<file path="src/bcd_as_pkg.sv">
// package with widths, status codes and the stage record of the bcd chain
package bcd_as_pkg;

  localparam int DATA_W       = 64;
  localparam int DIGIT_W      = 4;
  localparam int CNT_W        = 5;
  localparam int TOTAL_DIGITS = 16;
  localparam int MAX_DIGITS   = 16;
  localparam logic [CNT_W-1:0] DIGITS_RESET = 5'd16;

  typedef enum logic [1:0] {
    ST_OK        = 2'd0,
    ST_BAD_DIGIT = 2'd1,
    ST_OVERFLOW  = 2'd2
  } status_t;

  // data that travels from one digit cell to the next
  typedef struct packed {
    logic              cmd;
    logic [DATA_W-1:0] a;
    logic [DATA_W-1:0] b;
    logic [DATA_W-1:0] res;
    logic              carry;
    logic              bad;
  } stage_t;

endpackage

</file>
<file path="src/bcd_as_cell.sv">
// one digit cell: checks and adds or subtracts a single bcd digit, registered
module bcd_as_cell #(
  parameter int IDX = 0
) (
  input  logic                         clk,
  input  logic                         rst,
  input  logic                         valid_in,
  input  bcd_as_pkg::stage_t           stage_in,
  input  logic [bcd_as_pkg::CNT_W-1:0] n,
  output logic                         valid_out,
  output bcd_as_pkg::stage_t           stage_out
);

  localparam int LSB = IDX * bcd_as_pkg::DIGIT_W;
  localparam logic [bcd_as_pkg::CNT_W-1:0] IDX_N = bcd_as_pkg::CNT_W'(IDX);

  logic               in_use;
  logic [3:0]         da;
  logic [3:0]         db;
  logic [4:0]         sum;
  logic [4:0]         sub;
  logic               c_add;
  logic               c_sub;
  logic [3:0]         d_add;
  logic [3:0]         d_sub;
  bcd_as_pkg::stage_t stage_next;

  assign in_use = IDX_N < n;
  assign da     = stage_in.a[LSB +: 4];
  assign db     = stage_in.b[LSB +: 4];

  // decimal add digit
  assign sum   = {1'b0, da} + {1'b0, db} + {4'b0, stage_in.carry};
  assign c_add = sum >= 5'd10;
  assign d_add = c_add ? 4'(sum - 5'd10) : sum[3:0];

  // decimal subtract digit with borrow
  assign sub   = {1'b0, db} + {4'b0, stage_in.carry};
  assign c_sub = {1'b0, da} < sub;
  assign d_sub = c_sub ? 4'({1'b0, da} + 5'd10 - sub) : 4'({1'b0, da} - sub);

  // update this digit when in use, otherwise pass through
  always_comb begin
    stage_next = stage_in;
    if (in_use) begin
      stage_next.bad = stage_in.bad | (da > 4'd9) | (db > 4'd9);
      if (stage_in.cmd) begin
        stage_next.carry         = c_sub;
        stage_next.res[LSB +: 4] = d_sub;
      end else begin
        stage_next.carry         = c_add;
        stage_next.res[LSB +: 4] = d_add;
      end
    end
  end

  // valid flag
  always_ff @(posedge clk) begin
    if (rst) begin
      valid_out <= 1'b0;
    end else begin
      valid_out <= valid_in;
    end
  end

  // payload
  always_ff @(posedge clk) begin
    stage_out <= stage_next;
  end

endmodule

</file>
<file path="src/bcd_add_subtract_top.sv">
// top level of the packed bcd adder/subtractor, a chain of digit cells
//
// One transaction is accepted in every cycle (busy is only high in reset).
// Each transaction walks a chain of MAX_DIGITS digit cells, one digit per
// cell per cycle, then an output register, so its result appears on result
// and status with done high once it has passed every cell and the output
// register, in acceptance order. Results are not held: the receiver must take each one
// in its done cycle. Digits at or above digits_in_use (saturated to
// MAX_DIGITS) pass through from operand_a. digits_in_use is written over the
// cfg port (cfg_ready is always high) and should only change while the chain
// is empty.
module bcd_add_subtract_top #(
  parameter int MAX_DIGITS = bcd_as_pkg::MAX_DIGITS
) (
  input  logic                          clk,
  input  logic                          rst,
  input  logic                          start,
  output logic                          busy,
  input  logic                          command,
  input  logic [bcd_as_pkg::DATA_W-1:0] operand_a,
  input  logic [bcd_as_pkg::DATA_W-1:0] operand_b,
  output logic                          done,
  output logic [bcd_as_pkg::DATA_W-1:0] result,
  output logic [1:0]                    status,
  input  logic                          cfg_valid,
  output logic                          cfg_ready,
  input  logic [bcd_as_pkg::CNT_W-1:0]  cfg_data
);

  localparam logic [bcd_as_pkg::CNT_W-1:0] MAX_N = bcd_as_pkg::CNT_W'(MAX_DIGITS);

  logic [bcd_as_pkg::CNT_W-1:0] digits_in_use;
  logic [bcd_as_pkg::CNT_W-1:0] n_sat;
  logic                         vld   [0:MAX_DIGITS];
  bcd_as_pkg::stage_t           stage [0:MAX_DIGITS];
  bcd_as_pkg::status_t          status_next;
  logic [bcd_as_pkg::DATA_W-1:0] result_next;
  bcd_as_pkg::status_t          status_reg;

  assign busy      = rst;
  assign cfg_ready = 1'b1;

  // configuration register
  always_ff @(posedge clk) begin
    if (rst) begin
      digits_in_use <= bcd_as_pkg::DIGITS_RESET;
    end else if (cfg_valid && cfg_ready) begin
      digits_in_use <= cfg_data;
    end
  end

  assign n_sat = (digits_in_use > MAX_N) ? MAX_N : digits_in_use;

  // chain entry
  assign vld[0]         = start && !busy;
  assign stage[0].cmd   = command;
  assign stage[0].a     = operand_a;
  assign stage[0].b     = operand_b;
  assign stage[0].res   = operand_a;
  assign stage[0].carry = 1'b0;
  assign stage[0].bad   = 1'b0;

  // row of digit cells
  for (genvar k = 0; k < MAX_DIGITS; k++) begin : g_cell
    bcd_as_cell #(.IDX(k)) u_cell (
      .clk       (clk),
      .rst       (rst),
      .valid_in  (vld[k]),
      .stage_in  (stage[k]),
      .n         (n_sat),
      .valid_out (vld[k+1]),
      .stage_out (stage[k+1])
    );
  end

  // final status selection, bad digit before overflow
  always_comb begin
    priority if (stage[MAX_DIGITS].bad) begin
      status_next = bcd_as_pkg::ST_BAD_DIGIT;
      result_next = stage[MAX_DIGITS].a;
    end else if (stage[MAX_DIGITS].carry) begin
      status_next = bcd_as_pkg::ST_OVERFLOW;
      result_next = stage[MAX_DIGITS].a;
    end else begin
      status_next = bcd_as_pkg::ST_OK;
      result_next = stage[MAX_DIGITS].res;
    end
  end

  // output strobe
  always_ff @(posedge clk) begin
    if (rst) begin
      done <= 1'b0;
    end else begin
      done <= vld[MAX_DIGITS];
    end
  end

  // output payload
  always_ff @(posedge clk) begin
    result     <= result_next;
    status_reg <= status_next;
  end

  assign status = status_reg;

endmodule

</file>
<file path="config.mk">
export PLATFORM = sky130hd
export DESIGN_NAME = bcd_add_subtract_top
export DESIGN_NICKNAME = d
export VERILOG_FILES = /design/src/bcd_as_pkg.sv /design/src/bcd_as_cell.sv /design/src/bcd_add_subtract_top.sv
export SDC_FILE = /design/constraint.sdc
export NUM_CORES = 2
export LEC_CHECK = 0
export BUFFER_PORTS_ARGS = -buffer_cell sky130_fd_sc_hd__buf_2
export CORE_MARGIN = 4
export CORE_UTILIZATION = 50
export CTS_CLUSTER_SIZE = 16
export DETAILED_ROUTE_END_ITERATION = 16
export HOLD_SLACK_MARGIN = 0.05
export PLACE_DENSITY = 0.66
export SYNTH_ARGS = -nofsm -noshare
export SYNTH_HDL_FRONTEND = slang
export SYNTH_SLANG_ARGS = --single-unit
export TNS_END_PERCENT = 5
</file>
<file path="constraint.sdc">
create_clock -name clk -period 4.53 [get_ports clk]
set_input_delay 0.2265 -clock clk [delete_from_list [all_inputs] [get_ports clk]]
set_output_delay 0.2265 -clock clk [all_outputs]
set_load 0.005 [all_outputs]
</file>
After elaboration in Yosys (flattened, before gate mapping)
Cells that the tools add are included.

storage, ports and cells
  bits in registers = 3143
  input bits = 138
  output and inout bits = 69

cells by class
  add/subtract/negate cells = 110
  magnitude comparators = 81
  multiplexer cells = 98
  bitwise gates (word level) = 31
  reductions and logical operators = 2

operators with widths
  cell                                                                   count
  4-bit 2-to-1 mux                                                       62
  4-bit greater-than comparator, second input constant                   32
  64-bit 2-to-1 mux                                                      2
  4-bit subtractor                                                       32
  4-bit by 4-bit adder with 5-bit output                                 16
  5-bit by 4-bit >= comparator with 1-bit output, second input constant  16
  4-bit by 1-bit adder with 5-bit output                                 15
  5-bit by 1-bit adder with 5-bit output                                 15
  4-bit by 5-bit < comparator with 1-bit output                          15
  4-bit adder, second input constant                                     16
  4-bit subtractor, second input constant                                16
  4-bit by 5-bit < comparator with 1-bit output, first input constant    8
  2-bit 2-to-1 mux                                                       16
  1-bit bitwise OR                                                       31
  3-bit by 5-bit < comparator with 1-bit output, first input constant    4
  1-bit 2-to-1 mux                                                       15
  1-bit by 5-bit < comparator with 1-bit output, first input constant    2
  2-bit by 5-bit < comparator with 1-bit output, first input constant    2
  5-bit 2-to-1 mux                                                       2
  6-bit 2-to-1 mux                                                       1
  5-bit greater-than comparator, second input constant                   1
  4-bit < comparator                                                     1
  1-bit logical AND                                                      1
  1-bit logical NOT                                                      1

Logic depth before layout (Yosys ltp)
  depth in word-level cells = 6
  depth in mapped cells = 13
  gate-level depth less buffers = 13

Modules after synthesis
Synthesis repeated with hierarchy kept, for this count alone.

unflattened totals
  cell total of the unflattened synthesis = 4778
  area, all modules = 76915.0 µm²

by module, submodules not included
  module                               times used  cells an instance  area an instance (µm²)  sequential area each (µm²)
  bcd_as_cell (g_cell[14].u_cell ...)  2           287                4634.4                  3923.8
  bcd_as_cell (g_cell[7].u_cell)       1           298                4700.8                  3923.8
  bcd_as_cell (g_cell[11].u_cell)      1           294                4675.7                  3923.8
  bcd_as_cell (g_cell[5].u_cell)       1           293                4668.2                  3923.8
  bcd_as_cell (g_cell[6].u_cell)       1           290                4664.5                  3923.8
  bcd_as_cell (g_cell[12].u_cell)      1           289                4658.2                  3923.8
  bcd_as_cell (g_cell[9].u_cell)       1           295                4654.5                  3923.8
  bcd_as_cell (g_cell[4].u_cell)       1           292                4648.2                  3923.8
  bcd_as_cell (g_cell[8].u_cell)       1           281                4630.7                  3923.8
  bcd_as_cell (g_cell[2].u_cell)       1           284                4626.9                  3923.8
  bcd_as_cell (g_cell[15].u_cell)      1           288                4625.7                  3923.8
  bcd_as_cell (g_cell[13].u_cell)      1           285                4623.2                  3923.8
  bcd_as_cell (g_cell[10].u_cell)      1           280                4603.2                  3923.8
  bcd_as_cell (g_cell[3].u_cell)       1           286                4598.2                  3923.8
  2 more rows                          --          --                 --                      --

Worst setup path after synthesis
OpenSTA, ideal clock, no wires.

  path type = reg2reg
  start = register g_cell[8].u_cell.stage_out[1] in the netlist's numbering
  end = register g_cell[9].u_cell.stage_out[40] in the netlist's numbering
  setup time = 70 ps
  arrival time = 2923 ps
  required time = 4460 ps
  path slack = 1537 ps
  cell stages (with the launch flop) = 13
  path buffers = 0
  clock period less this slack = 2993 ps
  cells stage by stage = dfxtp_1 -> inv_1 -> fa_1 -> fa_1 -> xor2_1 -> ha_1 -> inv_1 -> a41oi_1 -> a21oi_1 -> or3_1 -> a21oi_2 -> mux2_2 -> a21oi_1

RTL lines
  element                 RTL line           source
  from (decl)             bcd_as_cell.sv:11  output bcd_as_pkg::stage_t stage_out
  from (signal assigned)  bcd_as_cell.sv:68  stage_out <= stage_next;
  to (signal assigned)    bcd_as_cell.sv:68
  to (decl)               bcd_as_cell.sv:11

==> impl_metrics.yaml <==
synth:
  syn_avg_cell_area_sq_um: 14.9
  syn_inst: 3697
  synthFlopType: "dfxtp_1"
  async_flop_share: 0
  yosysWarnings: 0
  yosysMostFrequentCell: "dfxtp_1"
  synth_cell_types: 90
  ys_top_cells_by_count: "dfxtp_1 (2183), inv_1 (202), ha_1 (192)"
  yosys.area.top_type_share: 0.792
  synth_area_sq_um: 55200
  synth_enable_flop_cells: 0
  syn_nets: 4091
  synth_top_area_cell: "dfxtp_1"
  yosysSeqAreaShare: 0.792
  synth_seq_cells: 2183
  synthTopCellsByArea: "dfxtp_1 (79%), ha_1 (4.4%), fa_1 (2.3%)"
die:
  num_rows: 121
  die-area_sq_um: 116000
  die_x_um: 340
  start_util: 0.505
  fp.dieH_um: 340
  core_sq_um: 109000
  io_pins: 207
route:
  drt-total-wl_um: 81600
  vias: 25814
  routedWlPerCell_um: 13.7
  drt_iter0_markers: 1153
  drc_errors: 0
  drtPass1Iterations: 5
  antenna_left: 0
  post_drt_via_cell_ratio: 4.34
global_routing:
  grt_pass1_wl_um: 132000
  grt_max_degree: 57
  grt_pass1_vias: 25863
  grt_overflow_total: 0
  antenna_found_initial: 7
  grt.total_usage: 0.142
sta:
  rsz0062_at_grt: "false"
  holdWs_ns: 0.131
  tightest_slew_ns: 0.950
  setup_tns_ns: 0
  relSlewSlack: 0.367
  setup_viol: 0
  max_freq_ghz: 0.307
  fin_crit_sh: 0.719
  finClkSkew_ns: 0.0465
  min_period_ns: 3.26
  fin_ws_ns: 1.27
  finalHoldViolations: 0
  maxSlewViolCount: 0
setup_path:
  crit_arrival_ns: 3.95
  rr_endpoint: "g_cell[9].u_cell.stage_out[40]"
  ff2ff_setup_slack_ns: 1.27
  criticalPathCategory: "flop to flop"
  path_max_fanout: 4
  reg2reg_depth: 12
  end_kind: "flop"
  cp-start-kind: "flop"
  r2r-start: "g_cell[8].u_cell.stage_out[1]"
  required_ns: 5.23
pwr:
  p_switching_mw: 8.94
  pwr-share-clk: 0.391
  switching_share: 0.215
  vdd_drop_max_mv: 0.415
  power.density_nw_per_um2: 620
  cellLeakagePower_nw: 28.8
  power_mw: 41.5
  comb_power_share: 0.070
  p_int_mw: 32.6
  pwr-share-seq: 0.539
clock_tree:
  cts_buffers: 191
  cts_max_path_buffers: 3
  path_clk_slew_ns: 0.06
  cts-root-buf: "clkbuf_16"
  cts-resized-gates: 0
  post_cts_buffers: 0
  cts_hold_buf: 243
  clkSinkCount: 2183
  worstSkewPairLatency_ns: 0.77
  cts_tree: "yes"
  h-tree-depth: 4
final_layout:
  multi_input_area_sq_um: 10600
  final_util: 0.614
  instances_no_fill: 5950
  reg_top3: "g_cell.u_cell.stage_out x2095, result x64, g_cell.u_cell.valid_out x16"
  regMostFlops: "g_cell.u_cell.stage_out"
  syn_to_final_growth_pct: 21.4
  nFillCells: 8132
  drive_above_1_share: 0.140
  design_area_sq_um: 67000
  nets: 4704
  largest_register_ffs: 2095
  seq_area_sq_um: 43700
hold_path:
  hold_depth: 2
  whs_endpoint: "g_cell[0].u_cell.stage_out[114]"
  worstHoldStart: "operand_b[48]"
  min_path_type: "input port to flop"
status:
  status: "complete, no violations"
placed_design:
  dp.final_hpwl_um: 49700
  gp_congestion: 0.794
  postPlaceCellArea_sq_um: 58000
  port_buffers: 205
  pre_cts_ws_ns: 1.27
  dp.cells: 5350
flow_run:
  cap_violations: 0
==> worst max-delay path: stages, from the launching register on <==
cell and delay (ns):
dfxtp_1 0.36, inv_1 0.07, fa_1 0.46, fa_1 0.46, xor2_1 0.25, ha_1 0.26
inv_1 0.10, a41oi_1 0.17, a21oi_1 0.05, or3_1 0.33, a21oi_2 0.22, mux2_2 0.36
a21oi_1 0.14
==> worst max-delay path by stage <==
stage | startpoint | endpoint | cells after the start
floorplan | g_cell[8].u_cell.stage_out[1] | g_cell[9].u_cell.stage_out[40] | 12
global placement | g_cell[8].u_cell.stage_out[1] | g_cell[9].u_cell.stage_out[40] | 12
detailed placement | g_cell[8].u_cell.stage_out[1] | g_cell[9].u_cell.stage_out[40] | 12
CTS | g_cell[8].u_cell.stage_out[1] | g_cell[9].u_cell.stage_out[40] | 12
global route | g_cell[8].u_cell.stage_out[1] | g_cell[9].u_cell.stage_out[40] | 12
finish | g_cell[8].u_cell.stage_out[1] | g_cell[9].u_cell.stage_out[40] | 12
==> area by class of cell <==
cell class | count | share of cell area
antenna | 2 | 0.0000747
sequential | 2183 | 0.652
multi-input combinational | 1280 | 0.158
tap | 1476 | 0.0276
timing repair buffer | 452 | 0.0523
clock buffer | 275 | 0.0823
clock inverter | 80 | 0.0162
inverter | 202 | 0.0113
==> placed cells by master, fill, tap and decap left out, drive strengths merged, types with 10 or more instances in the layout <==
| cell | n |
|---|---|
| o22ai | 26 |
| dlygate4sd3 | 243 |
| xor2 | 59 |
| nor2 | 103 |
| o21ai | 105 |
| mux2 | 74 |
| ha | 192 |
| bufinv | 15 |
| a21oi | 117 |
| a21o | 24 |
| inv | 213 |
| fa | 64 |
| mux2i | 40 |
| buf | 209 |
| o211ai | 10 |
| or2 | 10 |
| nor3 | 31 |
| xnor2 | 57 |
| a31oi | 27 |
| o21a | 33 |
| nand3 | 37 |
| nor2b | 66 |
| nand2 | 62 |
| clkbuf | 275 |
| dfxtp | 2183 |
| clkinv | 47 |
==> cells by family (layout without fill, tap and decap cells) <==
family,count (synthesis),in the layout,share of synthesized area
AOI/OAI and AO/OA,438,438,0.0514
xor gates and xnor gates,116,116,0.0186
adders and majority gates,256,256,0.0668
buffers and inverters,234,1009,0.0162
DFF,2183,2183,0.792
muxes,115,115,0.0228
other,1,3,0.0000680
and+or+nand+nor,354,354,0.0320
==> metal layers <==
metal	global-route usage	vias to the layer above	share of wire
li1	-	13329	-
met1	0.181	11810	0.45
met2	0.234	491	0.47
met3	0.0339	182	0.046
met4	0.0591	2	0.031
met5	0	-	0.00016
==> power by group through the flow <==
stage                     clock, mW  combinational [mW]  sequential (mW)
after floorplan                   0                2.12             22.5
after global placement            0                2.68             22.7
after detailed placement          0                2.73             22.8
after CTS                      16.7                2.91             22.4
after global routing           17.5                3.29             22.6
final                          16.2                2.91             22.4
Power figures use the tool's default switching activity.
